--- config.mk ---
export PLATFORM = sky130hd
export DESIGN_NAME = servo_command_frame_encoder_core
export DESIGN_NICKNAME = d
export VERILOG_FILES = /design/src/hdl/scfe_pkg.sv /design/src/hdl/servo_command_frame_encoder_core.sv /design/src/hdl/scfe_front.sv /design/src/hdl/scfe_queue.sv /design/src/hdl/scfe_back.sv
export SDC_FILE = /design/constraint.sdc
export NUM_CORES = 1
export LEC_CHECK = 0
export BUFFER_PORTS_ARGS = -buffer_cell sky130_fd_sc_hd__buf_2
export CAP_MARGIN = 25
export CORE_UTILIZATION = 30
export CTS_BUF_LIST = sky130_fd_sc_hd__clkbuf_8
export DETAILED_ROUTE_END_ITERATION = 8
export MAX_ROUTING_LAYER = met4
export PLACE_DENSITY = 0.57
export SYNTH_ARGS = -nofsm -noshare
export SYNTH_HDL_FRONTEND = slang
export SYNTH_SLANG_ARGS = --single-unit
--- constraint.sdc ---
create_clock -name clk -period 6.1 [get_ports clk]
set_input_delay 0 -clock clk [delete_from_list [all_inputs] [get_ports clk]]
set_output_delay 0 -clock clk [all_outputs]
set_load 0.03 [all_outputs]
--- src/hdl/scfe_pkg.sv ---
`timescale 1ns / 1ps
// ----------------------------------------------------------------------------
// scfe_pkg - servo command frame encoder shared types
// Command and result payloads, frame descriptor, opcode and register codes.
// ----------------------------------------------------------------------------
package scfe_pkg;

	// Command opcodes
	localparam logic [2:0] OP_BAUD     = 3'd0;
	localparam logic [2:0] OP_ACK_MODE = 3'd1;
	localparam logic [2:0] OP_RD_TEMP  = 3'd2;
	localparam logic [2:0] OP_RD_VOLT  = 3'd3;
	localparam logic [2:0] OP_MOVE     = 3'd4;
	localparam logic [2:0] OP_OP_MODE  = 3'd5;
	localparam logic [2:0] OP_WHEEL    = 3'd6;
	localparam logic [2:0] OP_UNUSED   = 3'd7;

	// Configuration register indexes
	localparam logic [2:0] CFG_BIG_ENDIAN = 3'd0;
	localparam logic [2:0] CFG_BAUD_ADDR  = 3'd1;
	localparam logic [2:0] CFG_ACK_ADDR   = 3'd2;
	localparam logic [2:0] CFG_TEMP_ADDR  = 3'd3;
	localparam logic [2:0] CFG_VOLT_ADDR  = 3'd4;
	localparam logic [2:0] CFG_ACC_ADDR   = 3'd5;
	localparam logic [2:0] CFG_OPM_ADDR   = 3'd6;
	localparam logic [2:0] CFG_SPEED_ADDR = 3'd7;

	// Reset values of the address registers
	localparam logic [7:0] RST_BAUD_ADDR  = 8'd6;
	localparam logic [7:0] RST_ACK_ADDR   = 8'd8;
	localparam logic [7:0] RST_TEMP_ADDR  = 8'd63;
	localparam logic [7:0] RST_VOLT_ADDR  = 8'd62;
	localparam logic [7:0] RST_ACC_ADDR   = 8'd41;
	localparam logic [7:0] RST_OPM_ADDR   = 8'd33;
	localparam logic [7:0] RST_SPEED_ADDR = 8'd46;

	// Frame constants
	localparam logic [7:0] SYNC_BYTE   = 8'hFF;
	localparam logic [7:0] INSTR_WRITE = 8'h03;
	localparam logic [7:0] INSTR_READ  = 8'h02;
	localparam logic [7:0] LEN_SHORT   = 8'h04;
	localparam logic [7:0] LEN_WHEEL   = 8'h05;
	localparam logic [7:0] LEN_MOVE    = 8'h0A;
	localparam logic [7:0] READ_COUNT  = 8'h01;
	localparam logic [3:0] HDR_BYTES   = 4'd4;
	localparam logic [3:0] SYNC_COUNT  = 4'd2;
	localparam logic signed [15:0] SPEED_MAX = 16'sd3000;
	localparam logic signed [15:0] SPEED_MIN = -16'sd3000;
	localparam logic [15:0] SIGN_BIT = 16'h8000;

	// Bytes held per frame: id through last data byte
	localparam int FRAME_DATA = 11;

	typedef struct packed {
		logic [2:0]         opcode;
		logic [7:0]         servo_id;
		logic [19:0]        baud_rate;
		logic               mode_flag;
		logic [15:0]        position;
		logic [15:0]        move_time;
		logic signed [15:0] speed;
		logic [7:0]         acceleration;
	} cmd_t;

	typedef struct packed {
		logic [7:0] frame_byte;
		logic       last_byte;
		logic       rejected;
	} res_t;

	typedef struct packed {
		logic                          reject;
		logic [3:0]                    total;
		logic [FRAME_DATA-1:0][7:0]    data;
	} frame_t;

	typedef struct packed {
		logic       big_endian;
		logic [7:0] baud_addr;
		logic [7:0] ack_addr;
		logic [7:0] temp_addr;
		logic [7:0] volt_addr;
		logic [7:0] acc_addr;
		logic [7:0] opm_addr;
		logic [7:0] speed_addr;
	} cfg_regs_t;

	// Queue handshake between front and back
	typedef struct packed {
		logic head_valid;
		logic full;
	} q_status_t;

	// Baud rate to code; valid low for unsupported rates
	function automatic logic [3:0] baud_code(input logic [19:0] rate);
		logic [3:0] r;
		begin
			unique case (rate)
				20'd1000000: r = 4'b1000;
				20'd500000:  r = 4'b1001;
				20'd250000:  r = 4'b1010;
				20'd128000:  r = 4'b1011;
				20'd115200:  r = 4'b1100;
				20'd76800:   r = 4'b1101;
				20'd57600:   r = 4'b1110;
				20'd38400:   r = 4'b1111;
				default:     r = 4'b0000;
			endcase
			return r;
		end
	endfunction

	// Word in bus order: first byte in [7:0], second in [15:8]
	function automatic logic [15:0] bus_word(input logic be, input logic [15:0] w);
		return be ? {w[7:0], w[15:8]} : w;
	endfunction

endpackage

--- src/hdl/servo_command_frame_encoder_core.sv ---
`timescale 1ns / 1ps
// ----------------------------------------------------------------------------
// servo_command_frame_encoder_core - servo bus command frame encoder
// Encodes one servo command into its bus frame, one byte per result.
//
//   channel  | handshake                  | payload
//   ---------+----------------------------+-------------------------------
//   command  | push / full                | cmd   (scfe_pkg::cmd_t)
//   result   | pop / empty                | res   (scfe_pkg::res_t)
//   config   | cfg_valid / cfg_ready      | cfg_index, cfg_data
//
// A command is decoded in the cycle it is taken and queued as a descriptor;
// full rises only when QUEUE_DEPTH descriptors wait.
// The serializer emits one byte per cycle unless a result waits for pop:
// 8, 9 or 14 bytes a frame, one for a rejected baud rate, none for OP_UNUSED.
// A command's first byte passes the queue memory and the output register on
// its way to res. A stalled pop holds the output register and, once the queue
// fills, the command side. Reset clears the queue and loads register defaults.
// ----------------------------------------------------------------------------
module servo_command_frame_encoder_core #(
	parameter int QUEUE_DEPTH = 2
) (
	input  logic             clk,
	input  logic             arst_n,
	input  logic             push,
	output logic             full,
	input  scfe_pkg::cmd_t   cmd,
	output logic             empty,
	input  logic             pop,
	output scfe_pkg::res_t   res,
	input  logic             cfg_valid,
	output logic             cfg_ready,
	input  logic [2:0]       cfg_index,
	input  logic [7:0]       cfg_data
);

	scfe_pkg::frame_t                 enq_frame;
	scfe_pkg::frame_t                 head;
	scfe_pkg::q_status_t              q_status;
	logic                             enq_valid;
	logic                             deq;
	logic [$clog2(QUEUE_DEPTH+1)-1:0] q_count;

	scfe_front u_front (
		.clk       (clk),
		.arst_n    (arst_n),
		.cfg_valid (cfg_valid),
		.cfg_ready (cfg_ready),
		.cfg_index (cfg_index),
		.cfg_data  (cfg_data),
		.cmd       (cmd),
		.enq_valid (enq_valid),
		.enq_frame (enq_frame)
	);

	scfe_queue #(
		.DEPTH (QUEUE_DEPTH)
	) u_queue (
		.clk      (clk),
		.arst_n   (arst_n),
		.wr_en    (push && !q_status.full && enq_valid),
		.wr_frame (enq_frame),
		.rd_en    (deq),
		.head     (head),
		.status   (q_status),
		.count    (q_count)
	);

	scfe_back u_back (
		.clk        (clk),
		.arst_n     (arst_n),
		.head       (head),
		.head_valid (q_status.head_valid),
		.deq        (deq),
		.res        (res),
		.empty      (empty),
		.pop        (pop)
	);

	assign full = q_status.full;

	a_reject_shape: assert property (@(posedge clk) disable iff (!arst_n)
		(!empty && res.rejected) |-> (res.last_byte && res.frame_byte == '0))
		else $error("rejection result malformed");

	a_count_bound: assert property (@(posedge clk) disable iff (!arst_n)
		q_count <= ($clog2(QUEUE_DEPTH+1))'(QUEUE_DEPTH))
		else $error("queue count beyond depth");

	a_push_queued: assert property (@(posedge clk) disable iff (!arst_n)
		(push && !full && cmd.opcode != scfe_pkg::OP_UNUSED) |=> (q_count != '0))
		else $error("accepted command not queued");

	a_deq_has_head: assert property (@(posedge clk) disable iff (!arst_n)
		deq |-> q_status.head_valid)
		else $error("dequeue from empty queue");

endmodule

--- src/hdl/scfe_front.sv ---
`timescale 1ns / 1ps
// ----------------------------------------------------------------------------
// scfe_front - command decoder
// Holds the configuration registers and turns a command into a frame
// descriptor (id .. last data byte, byte count, reject flag).
// ----------------------------------------------------------------------------
module scfe_front (
	input  logic                  clk,
	input  logic                  arst_n,
	input  logic                  cfg_valid,
	output logic                  cfg_ready,
	input  logic [2:0]            cfg_index,
	input  logic [7:0]            cfg_data,
	input  scfe_pkg::cmd_t        cmd,
	output logic                  enq_valid,
	output scfe_pkg::frame_t      enq_frame
);

	scfe_pkg::cfg_regs_t cfg_q;
	logic [3:0]          code;
	logic signed [15:0]  clamped;
	logic [15:0]         mag;
	logic [15:0]         wheel_word;
	logic [15:0]         pos_w;
	logic [15:0]         tim_w;
	logic [15:0]         spd_w;
	logic [15:0]         whl_w;
	logic [7:0]          len;

	assign cfg_ready = 1'b1;

	always_ff @(posedge clk or negedge arst_n) begin
		if (!arst_n) begin
			cfg_q.big_endian <= 1'b0;
			cfg_q.baud_addr  <= scfe_pkg::RST_BAUD_ADDR;
			cfg_q.ack_addr   <= scfe_pkg::RST_ACK_ADDR;
			cfg_q.temp_addr  <= scfe_pkg::RST_TEMP_ADDR;
			cfg_q.volt_addr  <= scfe_pkg::RST_VOLT_ADDR;
			cfg_q.acc_addr   <= scfe_pkg::RST_ACC_ADDR;
			cfg_q.opm_addr   <= scfe_pkg::RST_OPM_ADDR;
			cfg_q.speed_addr <= scfe_pkg::RST_SPEED_ADDR;
		end else if (cfg_valid) begin
			unique case (cfg_index)
				scfe_pkg::CFG_BIG_ENDIAN: cfg_q.big_endian <= cfg_data[0];
				scfe_pkg::CFG_BAUD_ADDR:  cfg_q.baud_addr  <= cfg_data;
				scfe_pkg::CFG_ACK_ADDR:   cfg_q.ack_addr   <= cfg_data;
				scfe_pkg::CFG_TEMP_ADDR:  cfg_q.temp_addr  <= cfg_data;
				scfe_pkg::CFG_VOLT_ADDR:  cfg_q.volt_addr  <= cfg_data;
				scfe_pkg::CFG_ACC_ADDR:   cfg_q.acc_addr   <= cfg_data;
				scfe_pkg::CFG_OPM_ADDR:   cfg_q.opm_addr   <= cfg_data;
				scfe_pkg::CFG_SPEED_ADDR: cfg_q.speed_addr <= cfg_data;
				default: ;
			endcase
		end
	end

	// Wheel speed: clamp, then sign and magnitude
	always_comb begin
		if (cmd.speed < scfe_pkg::SPEED_MIN)
			clamped = scfe_pkg::SPEED_MIN;
		else if (cmd.speed > scfe_pkg::SPEED_MAX)
			clamped = scfe_pkg::SPEED_MAX;
		else
			clamped = cmd.speed;
		mag        = clamped[15] ? 16'(-clamped) : 16'(clamped);
		wheel_word = clamped[15] ? (mag | scfe_pkg::SIGN_BIT) : mag;
	end

	assign code  = scfe_pkg::baud_code(cmd.baud_rate);
	assign pos_w = scfe_pkg::bus_word(cfg_q.big_endian, cmd.position);
	assign tim_w = scfe_pkg::bus_word(cfg_q.big_endian, cmd.move_time);
	assign spd_w = scfe_pkg::bus_word(cfg_q.big_endian, cmd.speed);
	assign whl_w = scfe_pkg::bus_word(cfg_q.big_endian, wheel_word);

	always_comb begin
		enq_frame        = '0;
		enq_valid        = 1'b1;
		len              = scfe_pkg::LEN_SHORT;
		enq_frame.data[0] = cmd.servo_id;
		enq_frame.data[2] = scfe_pkg::INSTR_WRITE;
		unique case (cmd.opcode)
			scfe_pkg::OP_BAUD: begin
				enq_frame.data[3] = cfg_q.baud_addr;
				enq_frame.data[4] = {5'd0, code[2:0]};
				enq_frame.reject  = !code[3];
			end
			scfe_pkg::OP_ACK_MODE: begin
				enq_frame.data[3] = cfg_q.ack_addr;
				enq_frame.data[4] = {7'd0, cmd.mode_flag};
			end
			scfe_pkg::OP_RD_TEMP: begin
				enq_frame.data[2] = scfe_pkg::INSTR_READ;
				enq_frame.data[3] = cfg_q.temp_addr;
				enq_frame.data[4] = scfe_pkg::READ_COUNT;
			end
			scfe_pkg::OP_RD_VOLT: begin
				enq_frame.data[2] = scfe_pkg::INSTR_READ;
				enq_frame.data[3] = cfg_q.volt_addr;
				enq_frame.data[4] = scfe_pkg::READ_COUNT;
			end
			scfe_pkg::OP_MOVE: begin
				len                = scfe_pkg::LEN_MOVE;
				enq_frame.data[3]  = cfg_q.acc_addr;
				enq_frame.data[4]  = cmd.acceleration;
				enq_frame.data[5]  = pos_w[7:0];
				enq_frame.data[6]  = pos_w[15:8];
				enq_frame.data[7]  = tim_w[7:0];
				enq_frame.data[8]  = tim_w[15:8];
				enq_frame.data[9]  = spd_w[7:0];
				enq_frame.data[10] = spd_w[15:8];
			end
			scfe_pkg::OP_OP_MODE: begin
				enq_frame.data[3] = cfg_q.opm_addr;
				enq_frame.data[4] = {7'd0, cmd.mode_flag};
			end
			scfe_pkg::OP_WHEEL: begin
				len               = scfe_pkg::LEN_WHEEL;
				enq_frame.data[3] = cfg_q.speed_addr;
				enq_frame.data[4] = whl_w[7:0];
				enq_frame.data[5] = whl_w[15:8];
			end
			scfe_pkg::OP_UNUSED: begin
				// drop the command, nothing to send
				enq_valid = 1'b0;
			end
			default: enq_valid = 1'b0;
		endcase
		enq_frame.data[1] = len;
		enq_frame.total   = len[3:0] + scfe_pkg::HDR_BYTES;
	end

endmodule

--- src/hdl/scfe_queue.sv ---
`timescale 1ns / 1ps
// ----------------------------------------------------------------------------
// scfe_queue - frame descriptor queue
// Small first-in first-out store between the decoder and the serializer.
// ----------------------------------------------------------------------------
module scfe_queue #(
	parameter int DEPTH = 2
) (
	input  logic                       clk,
	input  logic                       arst_n,
	input  logic                       wr_en,
	input  scfe_pkg::frame_t           wr_frame,
	input  logic                       rd_en,
	output scfe_pkg::frame_t           head,
	output scfe_pkg::q_status_t        status,
	output logic [$clog2(DEPTH+1)-1:0] count
);

	localparam int PW = (DEPTH > 1) ? $clog2(DEPTH) : 1;
	localparam int CW = $clog2(DEPTH + 1);

	scfe_pkg::frame_t mem_q [DEPTH];
	logic [PW-1:0]    wr_ptr_q;
	logic [PW-1:0]    rd_ptr_q;
	logic [CW-1:0]    count_q;
	logic             do_wr;
	logic             do_rd;

	assign do_wr = wr_en && (count_q != CW'(DEPTH));
	assign do_rd = rd_en && (count_q != '0);

	always_ff @(posedge clk) begin
		if (do_wr)
			mem_q[wr_ptr_q] <= wr_frame;
	end

	always_ff @(posedge clk or negedge arst_n) begin
		if (!arst_n) begin
			wr_ptr_q <= '0;
			rd_ptr_q <= '0;
			count_q  <= '0;
		end else begin
			if (do_wr)
				wr_ptr_q <= (wr_ptr_q == PW'(DEPTH - 1)) ? '0 : wr_ptr_q + 1'b1;
			if (do_rd)
				rd_ptr_q <= (rd_ptr_q == PW'(DEPTH - 1)) ? '0 : rd_ptr_q + 1'b1;
			if (do_wr && !do_rd)
				count_q <= count_q + 1'b1;
			else if (do_rd && !do_wr)
				count_q <= count_q - 1'b1;
		end
	end

	assign head              = mem_q[rd_ptr_q];
	assign status.head_valid = (count_q != '0);
	assign status.full       = (count_q == CW'(DEPTH));
	assign count             = count_q;

endmodule

--- src/hdl/scfe_back.sv ---
`timescale 1ns / 1ps
// ----------------------------------------------------------------------------
// scfe_back - frame serializer
// Walks the head one byte per cycle unless res awaits pop: two sync bytes,
// stored bytes, inverted running sum. Output register decouples the pop side.
// ----------------------------------------------------------------------------
module scfe_back (
	input  logic                clk,
	input  logic                arst_n,
	input  scfe_pkg::frame_t    head,
	input  logic                head_valid,
	output logic                deq,
	output scfe_pkg::res_t      res,
	output logic                empty,
	input  logic                pop
);

	logic [3:0]     idx_q;
	logic [7:0]     sum_q;
	logic           out_valid_q;
	scfe_pkg::res_t res_q;
	logic [3:0]     off;
	logic           load;
	logic           is_last;
	scfe_pkg::res_t nxt;

	assign off     = idx_q - scfe_pkg::SYNC_COUNT;
	assign load    = head_valid && (!out_valid_q || pop);
	assign is_last = head.reject || (idx_q == head.total - 4'd1);
	assign deq     = load && is_last;

	always_comb begin
		nxt.last_byte = is_last;
		nxt.rejected  = head.reject;
		if (head.reject)
			nxt.frame_byte = '0;
		else if (idx_q < scfe_pkg::SYNC_COUNT)
			nxt.frame_byte = scfe_pkg::SYNC_BYTE;
		else if (is_last)
			nxt.frame_byte = ~sum_q;
		else if (off < 4'(scfe_pkg::FRAME_DATA))
			nxt.frame_byte = head.data[off];
		else
			nxt.frame_byte = '0;
	end

	always_ff @(posedge clk or negedge arst_n) begin
		if (!arst_n) begin
			idx_q       <= '0;
			sum_q       <= '0;
			out_valid_q <= 1'b0;
		end else begin
			if (load) begin
				out_valid_q <= 1'b1;
				if (is_last) begin
					idx_q <= '0;
					sum_q <= '0;
				end else begin
					idx_q <= idx_q + 4'd1;
					// checksum covers id through the last data byte
					if (idx_q >= scfe_pkg::SYNC_COUNT)
						sum_q <= sum_q + nxt.frame_byte;
				end
			end else if (pop) begin
				out_valid_q <= 1'b0;
			end
		end
	end

	always_ff @(posedge clk) begin
		if (load)
			res_q <= nxt;
	end

	assign res   = res_q;
	assign empty = !out_valid_q;

endmodule
# Yosys cells after proc, flatten, opt, wreduce, memory -nomap -nowiden
# Memory sizes are Yosys's and may differ from the RTL's.
# Index checks and enable logic that the tools add are counted.
[totals] register_bits=84 ram_bits=164 in_bits=104 out_inout_bits=13 elab_cells=124 mem_count=1
[memory_table] name="u_queue.mem_q" depth=2 width=82 read_ports=1 rd_ports_with_merged_regs=0 write_ports=1 line_no="scfe_queue.sv:22" source="scfe_pkg::frame_t mem_q [DEPTH];"
[classes] add_sub_neg=10 n_lt_le_gt_ge=6 eq_ne=25 n_mux=33 n_bitwise=1 reduce_logical=31
[ops] op="16-bit two-way mux" count=8
[ops] op="16-bit one-hot mux with 7 select lines" count=1
[ops] op="20-bit by 17-bit == test with 1-bit output, second input constant" count=3
[ops] op="8-bit two-way mux" count=7
[ops] op="20-bit by 16-bit == test with 1-bit output, second input constant" count=2
[ops] op="40-bit two-way mux" count=1
[ops] op="8-bit binary-select mux with 4-bit select" count=1
[ops] op="4-bit one-hot mux with 8 select lines" count=1
[ops] op="3-bit == test, second input constant" count=8
[ops] op="20-bit by 18-bit == test with 1-bit output, second input constant" count=1
[ops] op="20-bit by 19-bit == test with 1-bit output, second input constant" count=1
[ops] op="20-bit == test, second input constant" count=1
[ops] op="2-bit AND reduction" count=9
[ops] op="16-bit by 13-bit greater-than comparator with 1-bit output, second input constant" count=1
[ops] op="16-bit by 13-bit < comparator with 1-bit output, second input constant" count=1
[ops] op="16-bit negator" count=1
[ops] op="8-bit one-hot mux with 2 select lines" count=1
[ops] op="3-bit by 2-bit == test with 1-bit output, second input constant" count=4
[ops] op="1-bit two-way mux" count=9
[ops] op="8-bit adder" count=1
[ops] op="1-bit logical AND" count=8
[ops] op="8-bit NOT" count=1
[ops] op="4-bit one-hot mux with 2 select lines" count=1
[ops] op="2-bit nonzero test" count=4
[ops] op="other kinds (21)" count=30

# Longest topological paths before layout
# Gate-level depths: netlist of run 1.
[logic_depth] ltp_word=10 depth_mapped=22 mapped_depth_nobuf=17

# Cells and area by module
# From an unflattened synthesis of run 1, not the netlist that was laid out.
[hier_totals] hier_cells=1020 area_unflattened_um2=13720.7
[modules_own_cells] mod="scfe_queue" n_inst=1 cells_each=308 area_per_inst_um2=6920.4 seq_area_each_um2=5685.5
[modules_own_cells] mod="scfe_front" n_inst=1 cells_each=511 area_per_inst_um2=4667.0 seq_area_each_um2=1455.1
[modules_own_cells] mod="scfe_back" n_inst=1 cells_each=200 area_per_inst_um2=2124.5 seq_area_each_um2=625.6
[modules_own_cells] mod="servo_command_frame_encoder_core" n_inst=1 cells_each=1 area_per_inst_um2=8.8 seq_area_each_um2=0.0

# Worst setup path before layout of run 1
# OpenSTA, ideal clock, no wires.
[synth_path] path_type="reg2reg" startpoint="register u_queue.count_q[1] (netlist: u_queue.count[1])" endpoint="memory u_queue.mem_q[0][0] (netlist name), enable pin" setup_ns=0.517 t_arrival_ns=4.197 required_ns=5.583 slack_ns=1.386 path_stages_with_launch=4 path_buffers=0 synth_period_minus_slack_ns=4.714 cell_sequence="dfrtp_1 > nor2b_1 > nand3b_1 > nor2_1"
[synth_between] elab_chain_len=7 elab_cells_between_ends=8 cone_classes="eq/ne (2); mux (2); reduce/logical (4)"
[synth_rtl] item="start: declaration" line_no="scfe_queue.sv:25" source="logic [CW-1:0] count_q;"
[synth_rtl] item="start signal: assignment" line_no="scfe_queue.sv:48" source="count_q <= count_q + 1'b1;"
[synth_rtl] item="start signal: assignment" line_no="scfe_queue.sv:50" source="count_q <= count_q - 1'b1;"
[synth_rtl] item="2-bit == test" line_no="scfe_queue.sv:56" source="assign status.full = (count_q == CW'(DEPTH));"
[synth_rtl] item="named net full" line_no="servo_command_frame_encoder_core.sv:26" source="output logic full,"
[synth_rtl] item="1-bit logical NOT" line_no="servo_command_frame_encoder_core.sv:61" source=".wr_en (push && !q_status.full && enq_valid),"
[synth_rtl] item="1-bit logical AND (2 in a row)" line_no="servo_command_frame_encoder_core.sv:61"
[synth_rtl] item="1-bit logical AND" line_no="scfe_queue.sv:29" source="assign do_wr = wr_en && (count_q != CW'(DEPTH));"
[synth_rtl] item="1-bit two-way mux" line_no="scfe_queue.sv:33" source="if (do_wr)"
[synth_rtl] item="1-bit two-way mux (implied by the code)" line_no="scfe_queue.sv:34" source="mem_q[wr_ptr_q] <= wr_frame;"
[synth_rtl] item="end: declaration" line_no="scfe_queue.sv:22"
# The timed path passes the listed nets, and every way through them passes these cells.

==> results of run 1 <==
## power by group
part           internal [mW]  switching, mW
Combinational          0.852           1.14
Clock                  0.675          0.647
Sequential              2.24          0.194
Total                   3.76           1.99
## per-layer routing
metal	share of wire (%)	track usage (%)	up-vias
met5	0	-	-
met4	2.2	4.404	0
met3	4.0	2.376	54
met2	48	25.15	208
met1	46	21.23	4133
li1	-	-	3955
## layout make-up
type	instances	area (sq um)
well taps	525	656.9
fillers	3860	24810
multi-input cells	608	4856
clock buffers	41	564.3
flip-flops and latches	242	6930
inverters	15	56.30
repair buffers	222	1679
clock inverters	33	181.4
## sequential cells by signal (all words and copies together) (netlist names), 2 cells and up
signal,flops
u_back.idx_q,4
u_back.sum_q,8
u_back.res,10
u_queue.count,2
u_front.cfg_q,57
u_queue.mem_q,158
## synthesized netlist by cell type (11+ instances only)
| master | instances | area share [%] |
|---|---|---|
| sky130_fd_sc_hd__inv_1 | 13 | 0.40 |
| sky130_fd_sc_hd__mux2i_1 | 81 | 6.7 |
| sky130_fd_sc_hd__nor3_1 | 15 | 0.62 |
| sky130_fd_sc_hd__a22o_1 | 12 | 0.87 |
| sky130_fd_sc_hd__nand2_1 | 47 | 1.5 |
| sky130_fd_sc_hd__nor2_1 | 86 | 2.7 |
| sky130_fd_sc_hd__o22ai_1 | 11 | 0.57 |
| sky130_fd_sc_hd__clkbuf_1 | 37 | 1.1 |
| sky130_fd_sc_hd__o21ai_0 | 35 | 1.4 |
| sky130_fd_sc_hd__nand2b_1 | 12 | 0.62 |
| sky130_fd_sc_hd__dfrtp_1 | 51 | 11 |
| sky130_fd_sc_hd__ha_1 | 15 | 1.6 |
| sky130_fd_sc_hd__a21oi_1 | 43 | 1.8 |
| sky130_fd_sc_hd__mux2_2 | 65 | 6.1 |
| sky130_fd_sc_hd__edfxtp_1 | 168 | 42 |
| sky130_fd_sc_hd__mux4_2 | 30 | 5.6 |
| sky130_fd_sc_hd__dfstp_2 | 23 | 5.0 |
| sky130_fd_sc_hd__nand3_1 | 14 | 0.58 |
## worst max-delay path by stage
stage | start | end | slack (ps) | depth (start not counted)
after floorplan | u_queue.count[1] | u_queue.mem_q[0][0] | 1390 | 3
after global placement | u_back.idx_q[1] | u_back.sum_q[7] | 1450 | 15
after detailed placement | u_queue.rd_ptr_q | u_back.sum_q[7] | 1580 | 18
after CTS | u_queue.rd_ptr_q | u_back.sum_q[7] | 1580 | 18
after global routing | u_queue.rd_ptr_q | u_back.sum_q[7] | 1140 | 18
final | u_queue.rd_ptr_q | u_back.sum_q[7] | 1560 | 18
## cells by family after synthesis
kind of cell / count (synthesis) / synth area share (%)
flops: 242 / 57.30
simple gates: 221 / 9.006
mux: 176 / 18.35
compound gates: 175 / 9.648
buf+inv: 73 / 2.712
xor+xnor: 17 / 1.232
fa+ha+maj: 16 / 1.718
other cells: 1 / 0.03103
## worst max-delay path, cell delays in order (launching register included)
cell,delay [ps]
sky130_fd_sc_hd__dfrtp_4,830
sky130_fd_sc_hd__mux2i_1,370
sky130_fd_sc_hd__ha_1,210
sky130_fd_sc_hd__xor2_1,170
sky130_fd_sc_hd__xnor2_1,150
sky130_fd_sc_hd__nor2_1,80
sky130_fd_sc_hd__o31ai_2,60
sky130_fd_sc_hd__buf_4,190
sky130_fd_sc_hd__and2_1,240
sky130_fd_sc_hd__a21oi_1,90
sky130_fd_sc_hd__nor2_1,250
sky130_fd_sc_hd__ha_1,280
sky130_fd_sc_hd__a21o_1,170
sky130_fd_sc_hd__a21oi_1,210
sky130_fd_sc_hd__o21ai_0,200
sky130_fd_sc_hd__o31ai_1,320
sky130_fd_sc_hd__a21oi_1,110
sky130_fd_sc_hd__o211a_1,240
sky130_fd_sc_hd__a211o_1,220
## per-stage QoR
step / power, mW / setup WS, ps / cells / hold WS, ps
floorplan: 3.860 / 1386 / 923 / -295.6
global placement: 4.375 / 1454 / 1513 / 191.2
detailed placement: 4.425 / 1583 / 1516 / 195.8
CTS: 5.832 / 1581 / 1684 / 8.309
global route: 6.105 / 1141 / 1686 / 46.70
finish: 5.750 / 1563 / 1686 / 49.61
==> metrics.log, run 1 <==
INFO  metric status = complete, no violations
INFO  metric cts_post_setup_buffers_inserted = 0
INFO  metric critical_path.startpoint_type = flop
INFO  metric htree_levels = 2
INFO  metric timing.hold.worst_path_depth = 3
INFO  metric avgViaCountPerCell = a little under 5
INFO  metric antenna_violations_before_repair = 0
INFO  metric critical_path_class = flop to flop
INFO  metric grt_start_max_net_pins = between 70 and 80
INFO  metric slew_viol_final = 0
INFO  metric synth-warning-count = 0
INFO  metric die_y = between 200 and 250 um
INFO  metric synth-edff-count = roughly 170
INFO  metric mostFrequentLayoutCells = sky130_fd_sc_hd__edfxtp_1, sky130_fd_sc_hd__buf_2, sky130_fd_sc_hd__dlygate4sd3_1
INFO  metric diodes = 0
INFO  metric cts_root_buf = sky130_fd_sc_hd__clkbuf_8
INFO  metric worstHoldPathType = primary input to flop
INFO  metric post-route-min-period = ~4500 ps
INFO  metric synth_flop_cell = sky130_fd_sc_hd__edfxtp_1
INFO  metric fmax = about 220 MHz
INFO  metric timing.slew.headroom = between 30% and 40%
INFO  metric post_route_skew = between 30 and 40 ps
INFO  metric min_delay_worst_endpoint = u_queue.mem_q[0][67]
INFO  metric setup_tns = 0 ps
INFO  metric syn-instance-count = a little over 900
INFO  metric num_rows = 73
INFO  metric powerDensity = a little under 400 nW/um^2
INFO  metric clkTransAtPathRegs = about 60 ps
INFO  metric postRouteAntennaNets = 0
INFO  metric finish.net_count = roughly 1200
INFO  metric fin_util = 37.56%
INFO  metric globalplace.congestion = roughly 0.85
INFO  metric start_util = between 30 and 40%
INFO  metric place.detailed.hpwl = approximately 21000 um
INFO  metric critical_path_data_required_time = ~6500 ps
INFO  metric post_dp_cell_area = between 10000 and 15000 sq um
INFO  metric cts_buffers = 40
INFO  metric power.leakage = a little under 6 nW
INFO  metric drive_gt1_share = between 20% and 30%
INFO  metric detail_route.first_pass.iterations = 7
INFO  metric cts_buffer_depth = 3
INFO  metric cts.hold.buffers_added = between 90 and 100
INFO  metric final_cell_area = 14920 sq um
INFO  metric report.final.setup_viol = 0
INFO  metric wire_per_inst = between 15 and 20 um
INFO  metric synth_sequential_area_ratio = 57.30%
INFO  metric start_point_of_the_worst_min_delay_path = cmd[14]
INFO  metric track_usage = 15.90%
INFO  metric routed_wl = 31400 um
INFO  metric regToRegSetupSlack = ~1600 ps
INFO  metric ys_ff_latch = 242
INFO  metric worst_setup_path_end_kind = flop
INFO  metric clkLatencyLatePin = 570 ps
INFO  metric grt_pass1_wl = about 50000 um
INFO  metric grt_overflow = 0
INFO  metric core = between 30000 and 40000 sq um
INFO  metric fp.dieArea = 41100 sq um
INFO  metric drt_drc_violations_left = 0
INFO  metric irDropWorstVdd = 0.1460 mV
INFO  metric max-cap-violations = 0
INFO  metric reg2reg_depth = 18
INFO  metric synth-async-reset-ratio = 30.58%
INFO  metric timing.final.hold_violations = 0
INFO  metric chipWidth = about 200 um
INFO  metric fin_crit_sh = 74.38%
INFO  metric post_synth_instance_area = between 10000 and 15000 sq um
INFO  metric worstPathMaxFanout = 33
INFO  metric ioPinCount = 117
INFO  metric post_synth_num_cell_types = 78
INFO  metric critical_path.reg2reg.endpoint = u_back.sum_q[7]
INFO  metric cts_tree = built
INFO  metric first_iter_violations = slightly above 600
INFO  metric grt_pass1_vias = approximately 8400
INFO  metric grt_setup_unrepaired = no
INFO  metric numPortBuffers = roughly 120
INFO  metric r2r-start = u_queue.rd_ptr_q
INFO  metric synth.avg_cell_area = roughly 13 sq um
INFO  metric final_common_cell = sky130_fd_sc_hd__edfxtp_1
INFO  metric worst_pin_slew = 935.2 ps
INFO  metric layout-area-overhead-vs-synth = 23.48%
INFO  metric data_arrival_time_of_the_critical_path = between 4000 and 5000 ps
INFO  metric cts.sinks = 242
INFO  metric route.vias.total = between 8000 and 9000
INFO  metric post_cts_resize_count = 0
Note: power is estimated with default switching activity, not from simulation.
==> run 2, diff against run 1 <==
- PLACE_DENSITY: 0.57 -> 0.59
- clock period: 6.1 -> 4 ns (I/O delays scaled with it)
==> run 2 against run 1 <==
  * Global-route usage decreased by 0.071 points
  * Cell count grew 0.71%
  * Die area did not move
  * Total power rose by 59%
  * Register-to-register slack lost 1400 ps
  * Combinational power rose by 66%
  * Sequential share of layout area shrank 0.57 points
  * Final area rose by 1.2%
  * Maximum frequency is 19% higher
  * Largest cell class unchanged
  * Largest power group unchanged
  * Highest routed layer unchanged
==> metrics.log, run 2 (synthesis results as in run 1) <==
INFO  metric report.final.setup_viol = 0 (unchanged)
INFO  metric clkLatencyLatePin = 560 ps (was 570 ps)
INFO  metric clock_network_power_share = 23.5% (was 23.0%)
INFO  metric clkTransAtPathRegs = 60 ps (about the same)
INFO  metric chipWidth = 202.7 um (unchanged)
INFO  metric crit_slowest_cell = sky130_fd_sc_hd__dfrtp_4 (unchanged)
INFO  metric power.total = 9.152 mW (was 5.750 mW)
INFO  metric cellInternalPower = 6.024 mW (was 3.765 mW)
INFO  metric max-cap-violations = 0 (unchanged)
INFO  metric reported_net_switching_power = 3.128 mW (was 1.985 mW)
INFO  metric largest_register_ffs = 158 (unchanged)
INFO  metric place_worst_setup_slack = -47.86 ps (was 1583 ps)
INFO  metric critical_path.startpoint_type = flop (unchanged)
INFO  metric worst_setup_path_end_kind = flop (unchanged)
INFO  metric setup_tns = 0 ps (unchanged)
INFO  metric globalplace.congestion = 0.9295 (was 0.8489)
INFO  metric timing.hold.worst_path_depth = 3 (unchanged)
INFO  metric critical_path_data_required_time = 4410 ps (was 6530 ps)
INFO  metric cts_buffer_depth = 3 (unchanged)
INFO  metric status = complete, no violations (unchanged)
INFO  metric fin_crit_sh = 94.99% (was 74.38%)
INFO  metric start_util = 30.42% (unchanged)
INFO  metric final_critical_path_setup_slack = 200.3 ps (was 1563 ps)
INFO  metric power.share.sequential = 40.2% (was 42.3%)
INFO  metric irDropWorstVdd = 0.2150 mV (was 0.1460 mV)
INFO  metric drt_drc_violations_left = 0 (unchanged)
INFO  metric critical_path.reg2reg.endpoint = u_back.sum_q[7] (unchanged)
INFO  metric fill_cells = 3814 (was 3860)
INFO  metric timing.slew.headroom = 39.33% (was 37.65%)
INFO  metric reg2reg_depth = 17 (was 18)
INFO  metric routed_wl = 31600 um (was 31400 um)
INFO  metric avgViaCountPerCell = 5.031 (was 4.953)
INFO  metric post_dp_cell_area = 13300 sq um (was 13200 sq um)
INFO  metric core = 39730 sq um (unchanged)
INFO  metric start_point_of_the_worst_min_delay_path = cfg_index[1] (was cmd[14])
INFO  metric power_switching_share = 34.18% (was 34.53%)
INFO  metric powerDensity = 605.7 nW/um^2 (was 385.3 nW/um^2)
INFO  metric post_route_skew = 29.12 ps (was 31.08 ps)
INFO  metric path_cells = buf_12 > buf_16 > mux4_2 > nor2_1 > a31oi_1 > o21ai_0 > o22ai_1 > a21oi_4 > nor2_4 > ha_1 > a21o_1 > a21oi_2 > o21ai_2 > o31ai_2 > a21oi_1 > o211a_1 > a211o_1 (was mux2i_1 > ha_1 > xor2_1 > xnor2_1 > nor2_1 > o31ai_2 > buf_4 > and2_1 > a21oi_1 > nor2_1 > ha_1 > a21o_1 > a21oi_1 > o21ai_0 > o31ai_1 > a21oi_1 > o211a_1 > a211o_1)
INFO  metric data_arrival_time_of_the_critical_path = 4210 ps (was 4970 ps)
INFO  metric antenna_violations_before_repair = 0 (unchanged)
INFO  metric track_usage = 15.83% (was 15.90%)
INFO  metric power.leakage = 5.837 nW (was 5.778 nW)
INFO  metric grt_overflow = 0 (unchanged)
INFO  metric r2r-start = u_queue.rd_ptr_q (unchanged)
INFO  metric regToRegSetupSlack = 200 ps (was 1560 ps)
INFO  metric slew_viol_final = 0 (unchanged)
INFO  metric dpl.cell_count = 1531 (was 1516)
INFO  metric cts.sinks = 242 (unchanged)
INFO  metric fp.dieArea = 41100 sq um (unchanged)
INFO  metric die_y = 202.7 um (unchanged)
INFO  metric wire_per_inst = 18.61 um (was 18.62 um)
INFO  metric grt_start_max_net_pins = 61 (was 75)
INFO  metric cts_tree = built (unchanged)
INFO  metric route.vias.total = 8542 (was 8350)
INFO  metric critical-path-max-stage-delay = 510 ps (was 830 ps)
INFO  metric finish.net_count = 1264 (was 1249)
INFO  metric largest-register = u_queue.mem_q (unchanged)
INFO  metric final_cell_area = 15110 sq um (was 14920 sq um)
INFO  metric holdWs = 37.16 ps (was 49.61 ps)
INFO  metric final_common_cell = sky130_fd_sc_hd__edfxtp_1 (unchanged)
INFO  metric first_iter_violations = 566 (was 620)
INFO  metric mostFrequentLayoutCells = sky130_fd_sc_hd__edfxtp_1, sky130_fd_sc_hd__buf_2, sky130_fd_sc_hd__dlygate4sd3_1 (unchanged)
INFO  metric fmax = 263.2 MHz (was 220.4 MHz)
INFO  metric worstHoldPathType = primary input to flop (unchanged)
INFO  metric num_rows = 73 (unchanged)
INFO  metric final-instance-count-excl-fill = 1698 (was 1686)
INFO  metric postRouteAntennaNets = 0 (unchanged)
INFO  metric cts_root_buf = sky130_fd_sc_hd__clkbuf_8 (unchanged)
INFO  metric grt_pass1_vias = 8493 (was 8425)
INFO  metric drive_gt1_share = 29.41% (was 26.61%)
INFO  metric numPortBuffers = 115 (unchanged)
INFO  metric worstPathMaxFanout = 14 (was 33)
INFO  metric grt_pass1_wl = 48990 um (was 49250 um)
INFO  metric place.detailed.hpwl = 21790 um (was 21340 um)
INFO  metric timing.final.hold_violations = 0 (unchanged)
INFO  metric fin_util = 38.03% (was 37.56%)
INFO  metric detail_route.first_pass.iterations = 6 (was 7)
INFO  metric critical_path_class = flop to flop (unchanged)
INFO  metric layout-area-overhead-vs-synth = 25.01% (was 23.48%)
INFO  metric worst_pin_slew = 907.0 ps (was 935.2 ps)
INFO  metric ioPinCount = 117 (unchanged)
INFO  metric worst_setup_path_start = u_queue.rd_ptr_q (unchanged)
INFO  metric min_delay_worst_endpoint = u_front.cfg_q[31] (was u_queue.mem_q[0][67])
INFO  metric diodes = 0 (unchanged)
INFO  metric htree_levels = 2 (unchanged)
INFO  metric cts_buffers = 40 (unchanged)
INFO  metric combPwrFrac = 36.3% (was 34.7%)
INFO  metric post-route-min-period = 3800 ps (was 4537 ps)
==> run 2: how the worst max path moves through the flow <==
stage / to / slack, ps
CTS: u_back.sum_q[7] / 100
detailed placement: u_back.sum_q[7] / -50
global route: u_back.sum_q[7] / -20
floorplan: u_back.sum_q[7] / 30
global placement: u_back.sum_q[7] / 100
finish: u_back.sum_q[7] / 200
==> run 2: worst max-delay path: cells and delay by family (launching register included) <==
family | cells | cell delay, ps
flip-flops | 1 | 510
buffers and inverters | 2 | 320
multiplexers | 1 | 500
adder cells (fa/ha/maj) | 1 | 280
AND/OR/NAND/NOR | 2 | 160
AO/OA/AOI/OAI | 11 | 1890
==> run 2: cell type report <==
class                   count  area, sq um  area share (%)
clock inverters            30        205.2           1.358
multi-input cells         608         4932           32.64
repair buffers            237         1764           11.68
clock buffers              41        564.3           3.735
flip-flops and latches    242         6930           45.87
inverters                  15        56.30          0.3726
well taps                 525        656.9           4.347
==> run 2: repair_timing <==
action,4_1_cts,5_1_grt
hold endpoints to repair,189,0
buffers inserted,3,3
pin swaps,0,3
resized for setup,2,10
hold buffers,89,0
cloned,0,1
setup endpoints to repair,1,2
==> run 2: power groups by stage <==
stage	logic, mW	registers (mW)	clock network (mW)
finish	3.32	3.68	2.15
detailed placement	3.06	3.74	0
floorplan	2.19	3.74	0
CTS	3.22	3.68	2.20
global placement	3.03	3.73	0
global route	3.62	3.74	2.30
==> run 2: per-layer routing <==
metal	vias to the layer above	share of wire, %	global-route usage (%)
met5	-	0	-
met4	0	2.1	4.699
met3	52	4.7	2.376
met2	275	47	24.87
met1	4246	46	21.15
li1	3969	-	-
==> run 3, diff against run 2 <==
- CORE_ASPECT_RATIO: default -> 1.1
- clock period: 4 -> 3.1 ns (I/O delays scaled with it)
==> run 3 against run 2 <==
  * The flow now finishes with violations (DRC, setup timing)
  * Sequential share of layout area shrank 2.4 points
  * Die area is essentially flat
  * Total power grew 40%
  * First-iteration DRC count shrank 8.8%
  * Worst setup slack lost 720 ps
  * Wire length grew 1.8%
  * Largest cell class unchanged
  * Largest power group is now combinational cells
==> metrics.log, run 3 (synthesis results as in run 1) <==
INFO  metric status = finished, violations left (was complete, no violations)
INFO  metric failed_checks = DRC, setup timing
INFO  metric diodes = 0 (unchanged)
INFO  metric htree_levels = 2 (unchanged)
INFO  metric timing.critical_path.buf_inv = 3 (was 2)
INFO  metric powerDensity = 801.1 nW/um^2 (was 605.7 nW/um^2)
INFO  metric reg2reg_depth = 16 (was 17)
INFO  metric avgViaCountPerCell = 5.045 (was 5.031)
INFO  metric cts.sinks = 242 (unchanged)
INFO  metric grt_setup_unrepaired = yes
INFO  metric cellInternalPower = 8.496 mW (was 6.024 mW)
INFO  metric start_util = 30.63% (was 30.42%)
INFO  metric critical_path.startpoint_type = flop (unchanged)
INFO  metric critical_path_class = flop to flop (unchanged)
INFO  metric place_worst_setup_slack = -595.6 ps (was -47.86 ps)
INFO  metric setup_tns = -1492 ps (was 0 ps)
INFO  metric worst_pin_slew = 933.1 ps (was 907.0 ps)
INFO  metric largest_register_ffs = 158 (unchanged)
INFO  metric numPortBuffers = 115 (unchanged)
INFO  metric grt_pass1_vias = 9090 (was 8493)
INFO  metric routed_wl = 32170 um (was 31600 um)
INFO  metric place.detailed.hpwl = 22500 um (was 21790 um)
INFO  metric core = 39460 sq um (was 39730 sq um)
INFO  metric timing.slew.headroom = 37.52% (was 39.33%)
INFO  metric post_route_skew = 21.25 ps (was 29.12 ps)
INFO  metric cts_tree = built (unchanged)
INFO  metric timing.hold.worst_path_depth = 4 (was 3)
INFO  metric antenna_violations_before_repair = 0 (unchanged)
INFO  metric cts_buffer_depth = 3 (unchanged)
INFO  metric slew_viol_final = 0 (unchanged)
INFO  metric holdWs = 22.29 ps (was 37.16 ps)
INFO  metric globalplace.congestion = 0.8303 (was 0.9295)
INFO  metric critical-path-max-stage-delay = 560 ps (was 510 ps)
INFO  metric chipWidth = 193.4 um (was 202.7 um)
INFO  metric final-instance-count-excl-fill = 1766 (was 1698)
INFO  metric regToRegSetupSlack = -520 ps (was 200 ps)
INFO  metric mostFrequentLayoutCells = sky130_fd_sc_hd__edfxtp_1, sky130_fd_sc_hd__buf_4, sky130_fd_sc_hd__buf_2 (was sky130_fd_sc_hd__edfxtp_1, sky130_fd_sc_hd__buf_2, sky130_fd_sc_hd__dlygate4sd3_1)
INFO  metric detail_route.first_pass.iterations = 7 (was 6)
INFO  metric final_common_cell = sky130_fd_sc_hd__edfxtp_1 (unchanged)
INFO  metric crit_slowest_cell = sky130_fd_sc_hd__dfrtp_4 (unchanged)
INFO  metric worstPathMaxFanout = 6 (was 14)
INFO  metric post-route-min-period = 3621 ps (was 3800 ps)
INFO  metric finish.net_count = 1349 (was 1264)
INFO  metric grt_start_max_net_pins = 61 (unchanged)
INFO  metric postRouteAntennaNets = 0 (unchanged)
INFO  metric r2r-start = u_queue.rd_ptr_q (unchanged)
INFO  metric fill_cells = 3693 (was 3814)
INFO  metric timing.critical_path.max_delay_family = compound AO/OA/AOI/OAI gates (unchanged)
INFO  metric wire_per_inst = 18.22 um (was 18.61 um)
INFO  metric timing.final.hold_violations = 0 (unchanged)
INFO  metric irDropWorstVdd = 0.2915 mV (was 0.2150 mV)
INFO  metric fp.dieArea = 41100 sq um (about the same)
INFO  metric report.final.setup_viol = 5 (was 0)
INFO  metric grt_pass1_wl = 50070 um (was 48990 um)
INFO  metric drt_drc_violations_left = 6 (was 0)
INFO  metric clkLatencyLatePin = 550 ps (was 560 ps)
INFO  metric dpl.cell_count = 1593 (was 1531)
INFO  metric route.vias.total = 8910 (was 8542)
INFO  metric power.share.sequential = 36.8% (was 40.2%)
INFO  metric layout-area-overhead-vs-synth = 32.01% (was 25.01%)
INFO  metric first_iter_violations = 516 (was 566)
INFO  metric fmax = 276.2 MHz (was 263.2 MHz)
INFO  metric max-cap-violations = 0 (unchanged)
INFO  metric ioPinCount = 117 (unchanged)
INFO  metric reported_net_switching_power = 4.287 mW (was 3.128 mW)
INFO  metric data_arrival_time_of_the_critical_path = 4050 ps (was 4210 ps)
INFO  metric critical_path_data_required_time = 3530 ps (was 4410 ps)
INFO  metric die_y = 212.5 um (was 202.7 um)
INFO  metric cts_buffers = 39 (was 40)
INFO  metric start_point_of_the_worst_min_delay_path = cmd[14] (was cfg_index[1])
INFO  metric power.leakage = 6.310 nW (was 5.837 nW)
INFO  metric clock_network_power_share = 21.8% (was 23.5%)
INFO  metric worst_setup_path_end_kind = flop (unchanged)
INFO  metric cts_root_buf = sky130_fd_sc_hd__clkbuf_8 (unchanged)
INFO  metric min_delay_worst_endpoint = u_queue.mem_q[0][67] (was u_front.cfg_q[31])
INFO  metric combPwrFrac = 41.4% (was 36.3%)
INFO  metric path_cells = buf_12 > buf_16 > buf_12 > mux4_2 > a221o_1 > nand3_1 > o21ai_2 > a21oi_4 > nor2_2 > ha_1 > a21oi_2 > o21ai_2 > o31ai_4 > and3_4 > nor4b_2 > a211o_1 (was buf_12 > buf_16 > mux4_2 > nor2_1 > a31oi_1 > o21ai_0 > o22ai_1 > a21oi_4 > nor2_4 > ha_1 > a21o_1 > a21oi_2 > o21ai_2 > o31ai_2 > a21oi_1 > o211a_1 > a211o_1)
INFO  metric power_switching_share = 33.54% (was 34.18%)
INFO  metric largest-register = u_queue.mem_q (unchanged)
INFO  metric worstHoldPathType = primary input to flop (unchanged)
INFO  metric track_usage = 16.21% (was 15.83%)
INFO  metric final_critical_path_setup_slack = -520.6 ps (was 200.3 ps)
INFO  metric fin_crit_sh = 116.8% (was 94.99%)
INFO  metric clkTransAtPathRegs = 60 ps (about the same)
INFO  metric critical_path.reg2reg.endpoint = u_back.sum_q[7] (unchanged)
INFO  metric num_rows = 76 (was 73)
INFO  metric grt_overflow = 0 (unchanged)
INFO  metric drive_gt1_share = 37.25% (was 29.41%)
## run 3: changes by cell type in the layout (fill, tap and decap cells not counted), moves of 4 or more
cell / before / now
sky130_fd_sc_hd__buf_4: 30 / 114
sky130_fd_sc_hd__buf_6: 0 / 4
sky130_fd_sc_hd__dlygate4sd3_1: 89 / 83
sky130_fd_sc_hd__o21ai_1: 2 / 12
sky130_fd_sc_hd__clkbuf_8: 41 / 45
sky130_fd_sc_hd__buf_12: 1 / 8
sky130_fd_sc_hd__nor2_1: 84 / 79
sky130_fd_sc_hd__o21ai_0: 33 / 21
sky130_fd_sc_hd__a21oi_1: 40 / 31
sky130_fd_sc_hd__nor2_2: 0 / 6
sky130_fd_sc_hd__a21oi_2: 2 / 11
## run 3: worst reg2reg max path, stage by stage, from the launching register on
cell,delay (ps)
sky130_fd_sc_hd__dfrtp_4,560
sky130_fd_sc_hd__buf_12,160
sky130_fd_sc_hd__buf_16,130
sky130_fd_sc_hd__buf_12,120
sky130_fd_sc_hd__mux4_2,420
sky130_fd_sc_hd__a221o_1,340
sky130_fd_sc_hd__nand3_1,90
sky130_fd_sc_hd__o21ai_2,90
sky130_fd_sc_hd__a21oi_4,160
sky130_fd_sc_hd__nor2_2,50
sky130_fd_sc_hd__ha_1,340
sky130_fd_sc_hd__a21oi_2,160
sky130_fd_sc_hd__o21ai_2,100
sky130_fd_sc_hd__o31ai_4,260
sky130_fd_sc_hd__and3_4,230
sky130_fd_sc_hd__nor4b_2,50
sky130_fd_sc_hd__a211o_1,260
## run 3: metal layers
metal | wire length [um] | vias to the layer above | track usage [%]
met5 | 0 | - | -
met4 | 1226 | 0 | 7.421
met3 | 1473 | 77 | 2.681
met2 | 15570 | 252 | 26.67
met1 | 13890 | 4429 | 19.62
li1 | - | 4152 | -
## run 3: worst max-delay path by stage
stage	start	to	slack (ps)	depth (start not counted)
after floorplan	u_queue.rd_ptr_q	u_back.sum_q[7]	-870	22
after global placement	u_queue.rd_ptr_q	u_back.sum_q[6]	-520	15
after detailed placement	u_queue.rd_ptr_q	u_back.sum_q[7]	-600	17
after CTS	u_queue.rd_ptr_q	u_back.sum_q[7]	-450	17
after global routing	u_queue.rd_ptr_q	u_back.sum_q[7]	-610	15
final	u_queue.rd_ptr_q	u_back.sum_q[7]	-520	16
## run 3: power by group through the flow
stage | logic, mW | registers, mW | clock network (mW)
after floorplan | 2.84 | 4.80 | 0
after global placement | 4.57 | 4.73 | 0
after detailed placement | 4.65 | 4.75 | 0
after CTS | 5.13 | 4.70 | 2.86
after global routing | 5.70 | 4.78 | 2.98
final | 5.29 | 4.70 | 2.79
## run 3: timing repair
item | 4_1_cts | 5_1_grt
endpoints found under the setup margin | 6 | 15
setup buffers | 16 | 4
hold buffers | 84 | 0
gates cloned | 1 | 0
gates resized for setup | 27 | 31
endpoints found under the hold margin | 198 | 0
pin swaps | 29 | 25
## run 3: layout make-up
| cell class | count | area, sq um | area share [%] |
|---|---|---|---|
| timing repair buffer | 323 | 2487 | 15.59 |
| multi-input combinational | 608 | 5062 | 31.73 |
| clock inverter | 26 | 165.2 | 1.035 |
| clock buffer | 45 | 619.3 | 3.882 |
| tap | 507 | 634.4 | 3.976 |
| sequential | 242 | 6930 | 43.44 |
| inverter | 15 | 56.30 | 0.3529 |
## run 3: stage by stage
stage / instance area, sq um / utilization (%) / power, mW
2_1_floorplan: 12150 / - / 7.642
3_3_place_gp: 13950 / 35.36 / 9.308
3_5_place_dp: 13950 / 35.36 / 9.393
4_1_cts: 15820 / 40.08 / 12.68
5_1_grt: 15960 / 40.43 / 13.46
6_report: 15960 / 40.43 / 12.78
